[config.mk]
export PLATFORM = sky130hd
export DESIGN_NAME = trimmed_mean_smoother
export DESIGN_NICKNAME = d
export VERILOG_FILES = /design/src/rtl/tms_pkg.sv /design/src/rtl/tms_window.sv /design/src/rtl/tms_trim_sum.sv /design/src/rtl/tms_const_div.sv /design/src/rtl/trimmed_mean_smoother.sv
export SDC_FILE = /design/constraint.sdc
export NUM_CORES = 1
export LEC_CHECK = 0
export BUFFER_PORTS_ARGS = -buffer_cell sky130_fd_sc_hd__buf_2
export CAP_MARGIN = 20
export CORE_ASPECT_RATIO = 0.6
export CORE_MARGIN = 4
export CORE_UTILIZATION = 50
export CTS_CLUSTER_DIAMETER = 120
export CTS_CLUSTER_SIZE = 40
export DETAILED_ROUTE_END_ITERATION = 8
export PLACE_DENSITY_LB_ADDON = 0.08
export SYNTH_ARGS = -nofsm -noshare
export SYNTH_HDL_FRONTEND = slang
export SYNTH_SLANG_ARGS = --single-unit
[constraint.sdc]
create_clock -name clk -period 15.64 [get_ports clk]
set_input_delay 1.564 -clock clk [delete_from_list [all_inputs] [get_ports clk]]
set_output_delay 1.564 -clock clk [all_outputs]
set_load 0.005 [all_outputs]
[src/rtl/tms_pkg.sv]
// Shared types and constants for the trimmed-mean smoother.
// No dependencies; imported by every tms_* module and the top level.
`default_nettype none

package tms_pkg;

  localparam int SAMPLE_W = 16;

  typedef logic signed [SAMPLE_W-1:0] sample_t;

endpackage

`default_nettype wire

[src/rtl/tms_window.sv]
// Sample window: shift register of the last WINDOW_LEN samples, cleared at reset.
// Depends on tms_pkg. The window contents double as the first pipeline register.
`default_nettype none

module tms_window #(
  parameter int WINDOW_LEN = 5
) (
  input  logic             clk,
  input  logic             rst,
  input  logic             in_valid,
  output logic             in_ready,
  input  tms_pkg::sample_t sample,
  output logic             out_valid,
  input  logic             out_ready,
  output tms_pkg::sample_t window [WINDOW_LEN]
);
  import tms_pkg::*;

  assign in_ready = !out_valid || out_ready;

  // entry 0 is the oldest, the last entry the newest
  always_ff @(posedge clk) begin
    if (rst) begin
      out_valid <= 1'b0;
      for (int i = 0; i < WINDOW_LEN; i++) begin
        window[i] <= '0;
      end
    end else begin
      if (in_ready) begin
        out_valid <= in_valid;
      end
      if (in_valid && in_ready) begin
        for (int i = 0; i < WINDOW_LEN - 1; i++) begin
          window[i] <= window[i+1];
        end
        window[WINDOW_LEN-1] <= sample;
      end
    end
  end

endmodule

`default_nettype wire

[src/rtl/tms_trim_sum.sv]
// Rank-based trim and sum: every entry gets its rank by parallel compares,
// entries with rank in [TRIM, WINDOW_LEN-1-TRIM] are summed. Depends on tms_pkg.
`default_nettype none

module tms_trim_sum #(
  parameter int WINDOW_LEN = 5,
  parameter int TRIM       = 1,
  parameter int SUM_W      = 19
) (
  input  logic                    clk,
  input  logic                    rst,
  input  logic                    in_valid,
  output logic                    in_ready,
  input  tms_pkg::sample_t        window [WINDOW_LEN],
  output logic                    out_valid,
  input  logic                    out_ready,
  output logic signed [SUM_W-1:0] sum
);
  import tms_pkg::*;

  localparam int RANK_W = $clog2(WINDOW_LEN);
  localparam logic [RANK_W-1:0] RANK_LO = RANK_W'(TRIM);
  localparam logic [RANK_W-1:0] RANK_HI = RANK_W'(WINDOW_LEN - 1 - TRIM);

  logic [RANK_W-1:0]       rank [WINDOW_LEN];
  logic [WINDOW_LEN-1:0]   kept;
  logic signed [SUM_W-1:0] sum_next;

  // ties broken by position, so the ranks form a permutation
  always_comb begin
    for (int i = 0; i < WINDOW_LEN; i++) begin
      rank[i] = '0;
      for (int j = 0; j < WINDOW_LEN; j++) begin
        if (j != i) begin
          if (window[j] < window[i] || (window[j] == window[i] && j < i)) begin
            rank[i] = rank[i] + 1'b1;
          end
        end
      end
      kept[i] = (rank[i] >= RANK_LO) && (rank[i] <= RANK_HI);
    end
  end

  always_comb begin
    sum_next = '0;
    for (int i = 0; i < WINDOW_LEN; i++) begin
      if (kept[i]) begin
        sum_next = sum_next + SUM_W'(window[i]);
      end
    end
  end

  assign in_ready = !out_valid || out_ready;

  always_ff @(posedge clk) begin
    if (rst) begin
      out_valid <= 1'b0;
    end else if (in_ready) begin
      out_valid <= in_valid;
    end
  end

  always_ff @(posedge clk) begin
    if (in_valid && in_ready) begin
      sum <= sum_next;
    end
  end

endmodule

`default_nettype wire

[src/rtl/tms_const_div.sv]
// Division of the trimmed sum by the constant kept count, truncating toward zero.
// Magnitude times a rounded-up reciprocal, exact for all sums. Depends on tms_pkg.
`default_nettype none

module tms_const_div #(
  parameter int SUM_W   = 19,
  parameter int DIVISOR = 3
) (
  input  logic                    clk,
  input  logic                    rst,
  input  logic                    in_valid,
  output logic                    in_ready,
  input  logic signed [SUM_W-1:0] sum,
  output logic                    out_valid,
  input  logic                    out_ready,
  output tms_pkg::sample_t        quotient
);
  import tms_pkg::*;

  // extra 5 fractional bits cover ceil(log2(DIVISOR)) for divisors up to 16
  localparam int SHIFT   = SUM_W + 5;
  localparam int RECIP_W = SHIFT + 1;
  localparam int PROD_W  = SUM_W + RECIP_W;
  localparam int QUO_W   = SAMPLE_W + 1;
  localparam longint unsigned RECIP_VAL =
    ((64'd1 << SHIFT) + longint'(DIVISOR) - 1) / longint'(DIVISOR);
  localparam logic [RECIP_W-1:0] RECIP = RECIP_W'(RECIP_VAL);

  logic             neg;
  logic [SUM_W-1:0] mag;
  logic [PROD_W-1:0] prod;
  logic [QUO_W-1:0] quo;
  logic [QUO_W-1:0] quo_signed;

  always_comb begin
    neg        = sum[SUM_W-1];
    mag        = neg ? SUM_W'(-sum) : SUM_W'(sum);
    prod       = PROD_W'(mag) * PROD_W'(RECIP);
    quo        = prod[SHIFT +: QUO_W];
    quo_signed = neg ? (~quo + 1'b1) : quo;
  end

  assign in_ready = !out_valid || out_ready;

  always_ff @(posedge clk) begin
    if (rst) begin
      out_valid <= 1'b0;
    end else if (in_ready) begin
      out_valid <= in_valid;
    end
  end

  always_ff @(posedge clk) begin
    if (in_valid && in_ready) begin
      quotient <= sample_t'(quo_signed[SAMPLE_W-1:0]);
    end
  end

endmodule

`default_nettype wire

[src/rtl/trimmed_mean_smoother.sv]
// Trimmed-mean smoother top level: window, trim/sum and constant-divide stages.
// Depends on tms_pkg, tms_window, tms_trim_sum, tms_const_div.
//
//   channel   | signals                              | dir
//   ----------+--------------------------------------+-----
//   sample    | sample_valid, sample_ready, sample   | in
//   smoothed  | smoothed_valid, smoothed_ready,      | out
//             | smoothed                             |
//
// One item per cycle sustained while smoothed_ready is high; a result moves from the
// window register (loaded on the edge taking its sample) via the sum register to the result register.
// Reset clears the window to zero and empties all three stages.
// A stall on smoothed_ready holds each full stage; sample_ready stays high
// as long as some stage is empty or smoothed_ready is high.
`default_nettype none

module trimmed_mean_smoother #(
  parameter int WINDOW_LEN     = 5,
  parameter int TRIM_EACH_SIDE = 1
) (
  input  logic             clk,
  input  logic             rst,
  input  logic             sample_valid,
  output logic             sample_ready,
  input  tms_pkg::sample_t sample,
  output logic             smoothed_valid,
  input  logic             smoothed_ready,
  output tms_pkg::sample_t smoothed
);
  import tms_pkg::*;

  localparam int TRIM_MAX = (WINDOW_LEN - 1) / 2;
  localparam int TRIM     = (TRIM_EACH_SIDE > TRIM_MAX) ? TRIM_MAX : TRIM_EACH_SIDE;
  localparam int KEEP     = WINDOW_LEN - 2 * TRIM;
  localparam int SUM_W    = SAMPLE_W + $clog2(WINDOW_LEN);

  sample_t                 window [WINDOW_LEN];
  logic                    win_valid;
  logic                    sum_ready;
  logic                    sum_valid;
  logic                    div_ready;
  logic signed [SUM_W-1:0] sum;

  tms_window #(
    .WINDOW_LEN(WINDOW_LEN)
  ) u_window (
    .clk      (clk),
    .rst      (rst),
    .in_valid (sample_valid),
    .in_ready (sample_ready),
    .sample   (sample),
    .out_valid(win_valid),
    .out_ready(sum_ready),
    .window   (window)
  );

  tms_trim_sum #(
    .WINDOW_LEN(WINDOW_LEN),
    .TRIM      (TRIM),
    .SUM_W     (SUM_W)
  ) u_trim_sum (
    .clk      (clk),
    .rst      (rst),
    .in_valid (win_valid),
    .in_ready (sum_ready),
    .window   (window),
    .out_valid(sum_valid),
    .out_ready(div_ready),
    .sum      (sum)
  );

  tms_const_div #(
    .SUM_W  (SUM_W),
    .DIVISOR(KEEP)
  ) u_const_div (
    .clk      (clk),
    .rst      (rst),
    .in_valid (sum_valid),
    .in_ready (div_ready),
    .sum      (sum),
    .out_valid(smoothed_valid),
    .out_ready(smoothed_ready),
    .quotient (smoothed)
  );

  // a free output slot must propagate room back through every stage
  a_ready_chain: assert property (@(posedge clk) disable iff (rst)
    (!smoothed_valid || smoothed_ready) |-> sample_ready)
    else $error("sample_ready low although the output stage can move");

  // an accepted sample lands as the newest window entry
  a_window_load: assert property (@(posedge clk) disable iff (rst)
    (sample_valid && sample_ready) |=>
      (win_valid && window[WINDOW_LEN-1] == $past(sample)))
    else $error("accepted item not loaded into the window");

  // a stalled window stage must keep its oldest and newest entries and stay valid
  a_window_hold: assert property (@(posedge clk) disable iff (rst)
    (win_valid && !sum_ready) |=>
      ($stable(window[WINDOW_LEN-1]) && $stable(window[0]) && win_valid))
    else $error("window changed while its stage was stalled");

endmodule

`default_nettype wire
==> results by group <==
Run status
  – Outcome: finished clean

Synthesis
  – Synthesized instance count: 2,279
  – Post-synth cell types: 86
  – Library cell with the largest summed area after synthesis: ha_1
  – Fraction of post-synthesis cell area in the top cell type by area: 0.251
  – Top post-synthesis cells by area: ha_1 (25%), fa_1 (12%), dfxtp_1 (8.8%)
  – Post-Syn Nets: 2,787
  – Async set or reset register ratio after synthesis: 0
  – Synthesized area: 18,900 um^2
  – Synthesized flop and latch total: 118
  – Synthesized area divided by synthesized cell count: 8.27 um^2
  – Synth Flop Type: dfxtp_1
  – Synth Warn #: 0
  – Sequential element share of the synthesized area: 0.144
  – Post-synth EDFFs: 35

Floorplan
  – Starting Density: 0.513
  – Vertical die dimension: 158 um
  – Row Count: 54
  – Area of the core: 36,800 um^2
  – Number of primary I/O pins: 38
  – Width of the chip: 259 um
  – Area enclosed by the die boundary: 41,000 um^2

Routing
  – Routed WL per cell: 22.8 um
  – Number of DRC violations after detailed routing: 0
  – Vias after detailed routing: 16,800
  – Average via count per standard cell: 5.98
  – First drt pass iteration count: 6
  – Final ANT Viol Nets: 0
  – DR iter-0 viols: 2,034
  – Total routed wirelength: 63,900 um

CTS
  – Htree depth: 4
  – Num CTS Buffers: 17
  – CTS tree: built
  – Buffers inserted by post-CTS timing repair: 0
  – Clk Tree Root Cell: clkbuf_16
  – Hold Buf Count CTS: 0
  – Max Root-Sink Buffers: 2
  – Total number of clock tree sinks: 118
  – Clock latency on the worst-skew pair: 450 ps
  – # resized after CTS: 0
  – Clock slew seen by the registers of the worst setup and hold paths: 70 ps

STA
  – Post-route minimum period: 12,840 ps
  – Setup repair after global routing missed its margin: false
  – Number of failing hold endpoints at the final stage: 0
  – Fmax: 77.9 MHz
  – Final setup skew: 19.1 ps
  – Slew margin rel.: 0.267
  – Number of slew-limit violations in the final report: 0
  – Number of setup violations in the final report: 0
  – Share of the clock period used by the worst path after layout: 0.821
  – Worst Max-Slew Pin Slew: 1080 ps
  – Post-route setup TNS: 0 ps

Global route
  – Global-route total usage across every layer: 0.314
  – Maximum number of pins on one net before global-route repair: 81
  – Vias in the first global route: 15,800
  – Initial antenna violation count: 1
  – Wire length of the first global-routing pass: 96,700 um
  – Global route overflow: 0

Hold path
  – Hold crit path type: reg -> reg

Final layout
  – FF+latch area: 2710 um^2
  – Final net count: 2,800
  – Area growth, synth to finish: 6.93%
  – Number of antenna diodes: 0
  – Fraction of layout instances using a drive strength above 1: 0.0594
  – Multi-input combinational cell area: 14,800 um^2
  – Count of filler cells inserted in the layout: 3,475

Worst setup path
  – Largest fanout on the critical path: 22
  – Slowest stage cell on the critical path: a211oi_1
  – Cell family with the largest share of critical-path delay: compound AO/OA/AOI/OAI gates
  – WP data required: 15,820 ps
  – Startpoint type of the worst setup path: register
  – Critical path type: reg -> reg
  – Data arrival time of the worst path: 13,010 ps
  – Most used cell along the critical path: ha_1
  – Buffer and inverter count on the worst path: 3
  – Setup crit end kind: register
  – Highest cell delay on the worst timing path: 800 ps

Run
  – Reported max-cap violation count: 0

Placed design
  – Detailed Place HPWL: 51,400 um
  – Routability congestion estimate: 0.993
  – Count of port buffers added during placement: 37
-- cell usage in the layout (no fill, tap or decap), types with 35 or more instances in the layout --
cell type | synthesis | final
buf_2 | 4 | 37
dfxtp_1 | 83 | 83
xnor2_1 | 75 | 75
nand3_1 | 50 | 50
nand2_1 | 264 | 263
ha_1 | 379 | 379
a21oi_1 | 189 | 189
fa_1 | 109 | 109
xor2_1 | 36 | 36
and3_1 | 36 | 36
nor2_1 | 103 | 103
a21o_1 | 49 | 49
inv_1 | 298 | 298
edfxtp_1 | 35 | 35
o21ai_0 | 83 | 83
-- routing by layer --
layer | track usage | vias up | routed length (um)
met2 | 0.383 | 797 | 21400
met1 | 0.508 | 7923 | 33100
li1 | - | 8007 | -
met5 | 0 | - | 0
met3 | 0.120 | 61 | 8700
met4 | 0.0511 | 0 | 739
-- cell type report --
class	count	area share
clock buffers	19	0.0220
repair buffers	54	0.0159
well taps	504	0.0313
flip-flops and latches	118	0.135
multi-input cells	1803	0.734
clock inverters	13	0.00683
inverters	298	0.0555
-- final timing paths --
check | to | startpoint | slack [ps] | cells after the start
hold / removal | u_window.window[74] | u_window.window[58] | 490 | 2
setup reg to reg | u_trim_sum.sum[18] | u_window.window[63] | 2800 | 50
hold reg to reg | u_window.window[74] | u_window.window[58] | 490 | 2
setup / recovery | u_trim_sum.sum[18] | u_window.window[63] | 2800 | 50
-- registers in the layout, summed over array words and instances (netlist names) --
register and flops:
u_trim_sum.sum 19, u_const_div.out_valid 1, u_const_div.quotient 16, u_window.out_valid 1
u_window.window 80, u_trim_sum.out_valid 1
-- metrics by stage --
step	instances	instance area, um^2	setup slack, ps	hold slack, ps	utilization
after detailed placement	2776	19600	3380	485	0.532
after CTS	2808	20100	3330	494	0.548
after global placement	2776	19600	3600	474	0.532
after global routing	2809	20200	1990	518	0.549
after floorplan	2279	18900	5560	462	-
final	2809	20200	2800	495	0.549
-- cell families (layout without fill, tap and decap cells) --
group	count (synthesis)	in the layout	share of synthesized area
AO/OA/AOI/OAI	529	529	0.180
AND/OR/NAND/NOR	640	640	0.163
adder cells (fa/ha/maj)	488	488	0.367
multiplexers	33	33	0.0195
buffers and inverters	358	384	0.0723
XOR/XNOR	113	113	0.0542
flip-flops	118	118	0.144
-- Yosys cell counts, drive strengths merged (31+ instances only) --
master / instances
a21o: 49
a21oi: 190
and3: 37
clkbuf: 53
dfxtp: 83
edfxtp: 35
fa: 109
ha: 379
inv: 298
nand2: 264
nand3: 50
nor2: 103
nor3: 31
o21ai: 88
xnor2: 76
xor2: 36
-- tightest hold or removal path: stages, from the launching register on --
cell	delay [ps]
dfxtp_1	340
nand2_1	60
a21oi_1	50
Power is left out: the tool's default activity adds up to more than one toggle a clock period on the data nets, which glitch-free logic cannot reach.
